## src/rtl/obbsat_pkg.sv

```systemverilog
// Shared widths, constants and the queue word type for the box overlap test.
package obbsat_pkg;
  localparam int CoordW   = 21;
  localparam int AxisW    = 16;
  localparam int DiffW    = 22;
  localparam int PrRW     = 32;
  localparam int PrTW     = 38;
  localparam int RW       = 34;
  localparam int FrW      = 35;
  localparam int TW       = 40;
  localparam int TLoW     = 20;
  localparam int THiW     = TW - TLoW;
  localparam int PeW      = 56;
  localparam int SumW     = 58;
  localparam int TrW      = 74;
  localparam int CmpW     = 100;
  localparam int BiasW    = 8;
  localparam int QDepth   = 2;
  localparam logic [BiasW-1:0] BiasReset = 8'd1;

  typedef struct packed {
    logic [2:0][TW-1:0]     t;
    logic [8:0][RW-1:0]     r;
    logic [8:0][FrW-1:0]    fr;
    logic [2:0][CoordW-1:0] ea;
    logic [2:0][CoordW-1:0] eb;
  } entry_t;
endpackage

```

## src/rtl/obbsat_queue.sv

```systemverilog
// Short word queue between front and back ends.
module obbsat_queue #(
  parameter int DEPTH = obbsat_pkg::QDepth
) (
  input  logic               clk,
  input  logic               rst,
  input  logic               push,
  input  obbsat_pkg::entry_t wdata,
  output logic               full,
  output logic               head_valid,
  output obbsat_pkg::entry_t head
);
  localparam int PW = (DEPTH > 1) ? $clog2(DEPTH) : 1;
  localparam int CW = $clog2(DEPTH + 1);

  obbsat_pkg::entry_t mem [DEPTH];
  logic [PW-1:0] wptr, rptr;
  logic [CW-1:0] count;
  logic          pop;

  assign full       = (count == CW'(DEPTH));
  assign head_valid = (count != '0);
  assign pop        = head_valid;
  assign head       = mem[rptr];

  always_ff @(posedge clk) begin
    if (rst) begin
      wptr  <= '0;
      rptr  <= '0;
      count <= '0;
    end else begin
      if (push) begin
        wptr <= (wptr == PW'(DEPTH - 1)) ? '0 : wptr + 1'b1;
      end
      if (pop) begin
        rptr <= (rptr == PW'(DEPTH - 1)) ? '0 : rptr + 1'b1;
      end
      count <= count + CW'(push) - CW'(pop);
    end
  end

  always_ff @(posedge clk) begin
    if (push) begin
      mem[wptr] <= wdata;
    end
  end
endmodule

```

## config.mk

```make
export PLATFORM = sky130hd
export DESIGN_NAME = obbsat_queue
export DESIGN_NICKNAME = d
export VERILOG_FILES = /design/src/rtl/obbsat_pkg.sv /design/src/rtl/obbsat_queue.sv
export SDC_FILE = /design/constraint.sdc
export NUM_CORES = 1
export LEC_CHECK = 0
export BUFFER_PORTS_ARGS = -buffer_cell sky130_fd_sc_hd__buf_2
export CAP_MARGIN = 20
export CORE_AREA = 3 3 671 673
export DETAILED_ROUTE_END_ITERATION = 8
export DIE_AREA = 0 0 674 676
export GPL_ROUTABILITY_DRIVEN = 1
export SETUP_SLACK_MARGIN = 0.1
export SLEW_MARGIN = 20
export SYNTH_ARGS = -nofsm -noshare
export SYNTH_HDL_FRONTEND = slang
export SYNTH_SLANG_ARGS = --single-unit
```

## constraint.sdc

```tcl
create_clock -name clk -period 53.3 [get_ports clk]
set_input_delay 10.66 -clock clk [delete_from_list [all_inputs] [get_ports clk]]
set_output_delay 10.66 -clock clk [all_outputs]
set_load 0.02 [all_outputs]
```

==> results_dict.tcl, run 1 <==
set metrics [dict create \
    fin_setup_tns_ns 0 \
    worst_pin_slew_ns 1.10 \
    root_buffer "clkbuf_16" \
    firstDrtPassIters 6 \
    synthCells 2718 \
    drt_first_iter_violations 3894 \
    yosysUniqueCellTypes 17 \
    synth-simple-area-share_pct 0.101 \
    synth_compound_area_share_pct 0.0358 \
    ctsHoldBuffers 0 \
    ys_ff_latch 1739 \
    postCtsSetupRepairBufs 0 \
    wl_um 332000 \
    synth-xor-area-share_pct 0.0139 \
    synth_top_family_by_area "multiplexers" \
    drv_slew 0 \
    portBuffers 1738 \
    grt_usage_pct 13.8 \
    required_ns 42.64 \
    finalSetupViolations 0 \
    peakVddDrop_mv 0.0286 \
    clk_path_buf_depth 4 \
    syn_nets 3589 \
    drc_errors 0 \
    numCtsBuffers 195 \
    worst_slack_ns 37.03 \
    hold_viol 0 \
    layout_min_cycle_time_ns 16.27 \
    mostFrequentLayoutCells "1,738 x buf_2, 1,734 x edfxtp_1, 867 x mux2_2" \
    regArea_um2 52200 \
    yosysTopAreaCell "edfxtp_1" \
    grt_max_degree 141 \
    gp_congestion 0.927 \
    maxCapViolCount 0 \
    clock_sinks 1739 \
    nFillCells 47500 \
    final_common_cell "buf_2" \
    final.period_utilization_pct 30.5 \
    status "finished clean" \
    yosysSeqAreaShare_pct 82.9 \
    multiInputGateArea_um2 9880 \
    maxSlewHeadroom_pct 26.9 \
    hpwlAfterDp_um 279000 \
    area_growth_syn_to_layout_pct 35.2 \
    post_cts_resized 0 \
    muxShareOfSynthArea_pct 15.5 \
    synth_area_um2 63000 \
    cts_tree "built" \
    die_x_um 674 \
    htree_levels 4 \
    placeableCoreArea_um2 445000 \
    rows 245 \
    pin_count 1739 \
    p_leak_nw 29.6 \
    p_per_area_nw_per_um2 39.0 \
    routed_via_density 3.46 \
    initial_core_util_pct 14.2 \
    power.total_w 0.00332 \
    overflow 0 \
    avgSynthCellArea_um2 23.2 \
    rsz0062_at_grt "no" \
    hp-class "register to register" \
    grt_pass1_wl_um 399000 \
    cp-end-kind "output pin" \
    worstPathArrival_ns 5.61 \
    wl_per_cell_um 30.7 \
    skew_ns 0.0633 \
    grt_pass1_vias 34400 \
    synth.top_cells.by_area "edfxtp_1 83%, mux2_2 16%, buf_6 1.2%" \
    crit_type "register to output pin" \
    vias 37500 \
    clk_pin_slew_ns 0.06 \
    synth_fa_ha_area_share_pct 0.0199 \
    synth_warnings 0 \
    die-area_um2 456000 \
    synth_top_area_share_pct 82.7 \
    cp_max_fo 137 \
    postRouteAntennaNets 0 \
    worstSkewPairLatency_ns 0.90 \
    nets 5465 \
    drive_gt1_share_pct 61.6 \
    fmax_mhz 61.5 \
    dp_slack_ns 37.20 \
    worstSetupStartpointType "register" \
    antenna_found_initial 452 \
    dieHeight_um 676 \
]
## through the flow
| step | cell area, um^2 | hold WS [ns] | cells | utilization (%) |
|---|---|---|---|---|
| 4_1_cts | 84700 | 0.554 | 10700 | 19.0 |
| 3_3_place_gp | 78500 | 0.523 | 10300 | 17.7 |
| 5_1_grt | 84800 | 0.597 | 10700 | 19.1 |
| 6_report | 85100 | 0.550 | 10800 | 19.1 |
| 2_1_floorplan | 63000 | 0.496 | 2718 | - |
| 3_5_place_dp | 78500 | 0.538 | 10300 | 17.7 |
## report_power, final
part | switching, W | internal [W] | total, W
combinational | 0.000270 | 0.000126 | 0.000396
clock | 0.000567 | 0.000744 | 0.00131
sequential | 0.0000170 | 0.00160 | 0.00162
## cells by family (layout without fill, tap and decap cells)
| kind of cell | count (synthesis) | after routing |
|---|---|---|
| flops | 1739 | 1739 |
| mux | 867 | 867 |
| buf+inv | 96 | 2120 |
| simple gates | 11 | 11 |
| compound gates | 3 | 3 |
| fa+ha+maj | 1 | 1 |
| xor+xnor | 1 | 1 |
| other cells | 0 | 166 |
## state kept, by name, indices dropped and copies added, names as in the netlist, named ones only
name	count
count	2
mem	1734
wptr	1
rptr	1
## path summary, 6_finish.rpt
kind | slack, ns | start | end | depth (start not counted)
setup / recovery | 37.03 | register | head[332] | 6
hold / removal | 0.55 | rptr | register | 2
setup reg to reg | 47.54 | wptr | mem[1][329] | 6
hold reg to reg | 0.55 | rptr | register | 2
## final cells by class
class / instances / share of cell area (%)
flip-flops and latches: 1739 / 61.3
well taps: 5928 / 8.71
clock inverters: 119 / 1.39
diodes: 166 / 0.488
repair buffers: 1775 / 10.7
multi-input cells: 883 / 11.6
clock buffers: 226 / 5.87
## cell usage after synthesis (all sizes together)
| library cell | count |
|---|---|
| mux2 | 867 |
| nand3b | 1 |
| o21a | 1 |
| a21bo | 1 |
| edfxtp | 1734 |
| nor2 | 1 |
| buf | 96 |
| nor2b | 4 |
| ha | 1 |
| and2 | 1 |
| xnor2 | 1 |
| nor3 | 3 |
| or2 | 1 |
| dfxtp | 5 |
| a21oi | 1 |
## routing by layer
metal | global-route usage, % | up-vias | share of wire, %
li1 | - | 14900 | -
met2 | 21.1 | 2572 | 43
met3 | 11.3 | 1055 | 19
met4 | 4.45 | 386 | 4.4
met5 | 0 | - | 0.77
met1 | 14.0 | 18500 | 33
## critical path: stages (launching register included)
cell and delay, ns:
dfxtp_4 0.87, buf_4 0.68, buf_4 0.75, buf_12 0.56
buf_6 0.71, mux2_2 0.43, buf_2 0.16
(Power assumes the default switching activity.)
==> run 2, diff against run 1 <==
--- a/config.mk
+++ b/config.mk
@@ -5,11 +5,12 @@
 export SDC_FILE = /design/constraint.sdc
 export NUM_CORES = 1
 export LEC_CHECK = 0
+export ABC_AREA = 1
 export BUFFER_PORTS_ARGS = -buffer_cell sky130_fd_sc_hd__buf_2
 export CAP_MARGIN = 20
-export CORE_AREA = 3 3 671 673
+export CORE_AREA = 3 3 680 682
 export DETAILED_ROUTE_END_ITERATION = 8
-export DIE_AREA = 0 0 674 676
+export DIE_AREA = 0 0 683 685
 export GPL_ROUTABILITY_DRIVEN = 1
 export SETUP_SLACK_MARGIN = 0.1
 export SLEW_MARGIN = 20
==> constraint.sdc (replaced) <==
create_clock -name clk -period 15.4 [get_ports clk]
set_input_delay 3.08 -clock clk [delete_from_list [all_inputs] [get_ports clk]]
set_output_delay 3.08 -clock clk [all_outputs]
set_load 0.02 [all_outputs]
==> run 2 against run 1 <==
Effect of this change: synthesized cell count grew 68%; worst hold slack worse by 0.026 ns; routed wire length grew 11%; flip-flop and latch count unchanged; sequential share of layout area shrank 1.3 points; clock skew decreased by 0.032 ns; worst setup slack lost 29 ns; global-route usage increased by 1.3 points; count of clock-buffer cells in the layout grew 21; via count grew 18%; clock power grew to 3.6 times the previous value; critical path type unchanged; highest routed layer unchanged.
==> results_dict.tcl, run 2 <==
set metrics [dict create \
    dp.cells 12300 \
    worstPathArrival_ns 4.54 \
    drive_gt1_share_pct 31.9 \
    antenna_found_initial 578 \
    cp-end-kind "output pin" \
    synthCells 4558 \
    fmax_mhz 131 \
    pin_count 1739 \
    yosysTopAreaCell "edfxtp_1" \
    r2r_slack_ns 11.60 \
    postRouteAntennaNets 0 \
    synth_ff_type "edfxtp_1" \
    synth.top_cells.by_area "edfxtp_1 81%, o21ai_0 5.2%, inv_1 5.1%" \
    grt_usage_pct 15.1 \
    portBuffers 1738 \
    reg.largest.list "mem (1734), count (2)" \
    vias 44100 \
    status "finished clean" \
    area_growth_syn_to_layout_pct 34.6 \
    hp-class "register to register" \
    post_layout_nonfiller_instances 12800 \
    grt_max_degree 271 \
    drv_slew 0 \
    initial_core_util_pct 14.2 \
    nFillCells 49600 \
    numCtsBuffers 203 \
    overflow 0 \
    cts_tree "built" \
    avgSynthCellArea_um2 14.2 \
    root_buffer "clkbuf_16" \
    post_cts_resized 0 \
    layout_min_cycle_time_ns 7.62 \
    crit_cells 6 \
    worst_pin_slew_ns 1.20 \
    ys_ff_latch 1739 \
    die-area_um2 468000 \
    max_flop_register "mem" \
    power.total_w 0.0116 \
    peakVddDrop_mv 0.104 \
    p_per_area_nw_per_um2 134 \
    dieHeight_um 685 \
    firstDrtPassIters 6 \
    postCtsSetupRepairBufs 0 \
    fin_area_um2 86900 \
    reg2regPathDepth 4 \
    yosysSeqAreaShare_pct 80.8 \
    finalSetupViolations 0 \
    synth_top_area_share_pct 80.6 \
    top_layer "met5" \
    rsz0062_at_grt "no" \
    rows 248 \
    grt_pass1_wl_um 450000 \
    clock_sinks 1739 \
    max_stage_delay_ns 0.72 \
    skew_ns 0.0316 \
    clk_path_buf_depth 4 \
    required_ns 12.32 \
    ctsHoldBuffers 0 \
    wl_um 370000 \
    place_area_um2 80000 \
    met3_length_um 35500 \
    mostFrequentLayoutCells "1,738 x buf_2, 1,734 x edfxtp_1, 872 x inv_1" \
    maxSlewHeadroom_pct 19.9 \
    routedLengthMet1_um 121000 \
    die_x_um 683 \
    hpwlAfterDp_um 312000 \
    worstSetupStartpointType "register" \
    ys_async_sr_fraction_pct 0 \
    worstHoldPathCells 3 \
    yosysUniqueCellTypes 16 \
    dr_wl_met2_um 195000 \
    synth_enable_flop_cells 1734 \
    maxCapViolCount 0 \
    nets 7225 \
    path_buf_inv 5 \
    yosysMostFrequentCell "edfxtp_1" \
    cp_max_fo 207 \
    htree_levels 4 \
    synth_warnings 0 \
    rr_startpoint "wptr" \
    gp_congestion 0.990 \
    placeableCoreArea_um2 456000 \
    fin_setup_tns_ns 0 \
    cpMaxStageDelayCell "dfxtp_4" \
    final_common_cell "buf_2" \
    syn_nets 5429 \
    rr_endpoint "mem[0][560]" \
    drc_errors 0 \
    routed_via_density 3.44 \
    hold_viol 0 \
    cp_top_family "buffers and inverters" \
    path_cells "buf_4, buf_12, buf_16, buf_4, o21ai_0, buf_2" \
    synth_area_um2 64600 \
    multiInputGateArea_um2 7700 \
    worstSkewPairLatency_ns 0.89 \
    regArea_um2 52200 \
    drt_first_iter_violations 4089 \
    crit_type "register to output pin" \
    p_leak_nw 33.5 \
    grt_pass1_vias 39500 \
    crit_top_cell "buf_4" \
    wl_per_cell_um 28.9 \
    synth_common_cells "1,734 x edfxtp_1, 874 x inv_1, 871 x nand2_1" \
    final.period_utilization_pct 49.5 \
    whs_ns 0.524 \
    largest_register_ffs 1734 \
    clk_pin_slew_ns 0.06 \
    endpoint "head[554]" \
]
run 2: cell count changes after synthesis, moves of 32 or more:
cell and delta:
inv_1 +874, clkbuf_1 +46, nand2_1 +871, o21ai_0 +672, buf_4 +32, o21ai_1 +195, mux2_2 -867
run 2: power by group:
group | total, W | switching [W] | internal [W]
Combinational | 0.00131 | 0.000983 | 0.000323
Clock | 0.00476 | 0.00203 | 0.00273
Sequential | 0.00555 | 0.0000582 | 0.00549
Total | 0.0116 | 0.00307 | 0.00854
run 2: worst min path at each step:
stage | from | endpoint
after global placement | rptr | rptr
after CTS | rptr | register
after floorplan | rptr | register
after global routing | count[1] | count[1]
after detailed placement | rptr | register
final | rptr | register
run 2: per-layer routing:
metal / up-vias / GRT usage [%]
met1: 20800 / 15.0
li1: 19300 / -
met2: 2569 / 28.6
met5: - / 0.0825
met4: 218 / 4.92
met3: 1246 / 5.67
run 2: cell families (layout without fill, tap and decap cells):
group,after synthesis,count (layout),share of synthesized area (%)
buffers and inverters,1067,3025,7.35
adders and majority gates,1,1,0.0194
DFF,1739,1739,80.8
other,0,162,0
AOI/OAI and AO/OA,868,868,6.73
and+or+nand+nor,883,883,5.14
run 2: area by class of cell:
| type | count | share of cell area (%) |
|---|---|---|
| Sequential cell | 1739 | 60.0 |
| Timing Repair Buffer | 1784 | 10.6 |
| Multi-Input combinational cell | 1752 | 8.85 |
| Tap cell | 6125 | 8.81 |
| Clock buffer | 247 | 6.12 |
| Inverter | 874 | 3.79 |
| Clock inverter | 120 | 1.37 |
| Antenna cell | 162 | 0.466 |
run 2: metrics by stage:
step           utilization (%)  setup WS, ns
2_1_floorplan                -         -1.21
3_3_place_gp              17.5          8.70
3_5_place_dp              17.5          8.68
4_1_cts                   19.0          7.69
5_1_grt                   19.0          7.41
6_report                  19.0          7.78
run 2: tightest hold or removal path, cell delays in order, from the launching register on:
cell and delay (ns):
dfxtp_1 0.30, inv_1 0.05, nor2_1 0.05, nor2_1 0.09
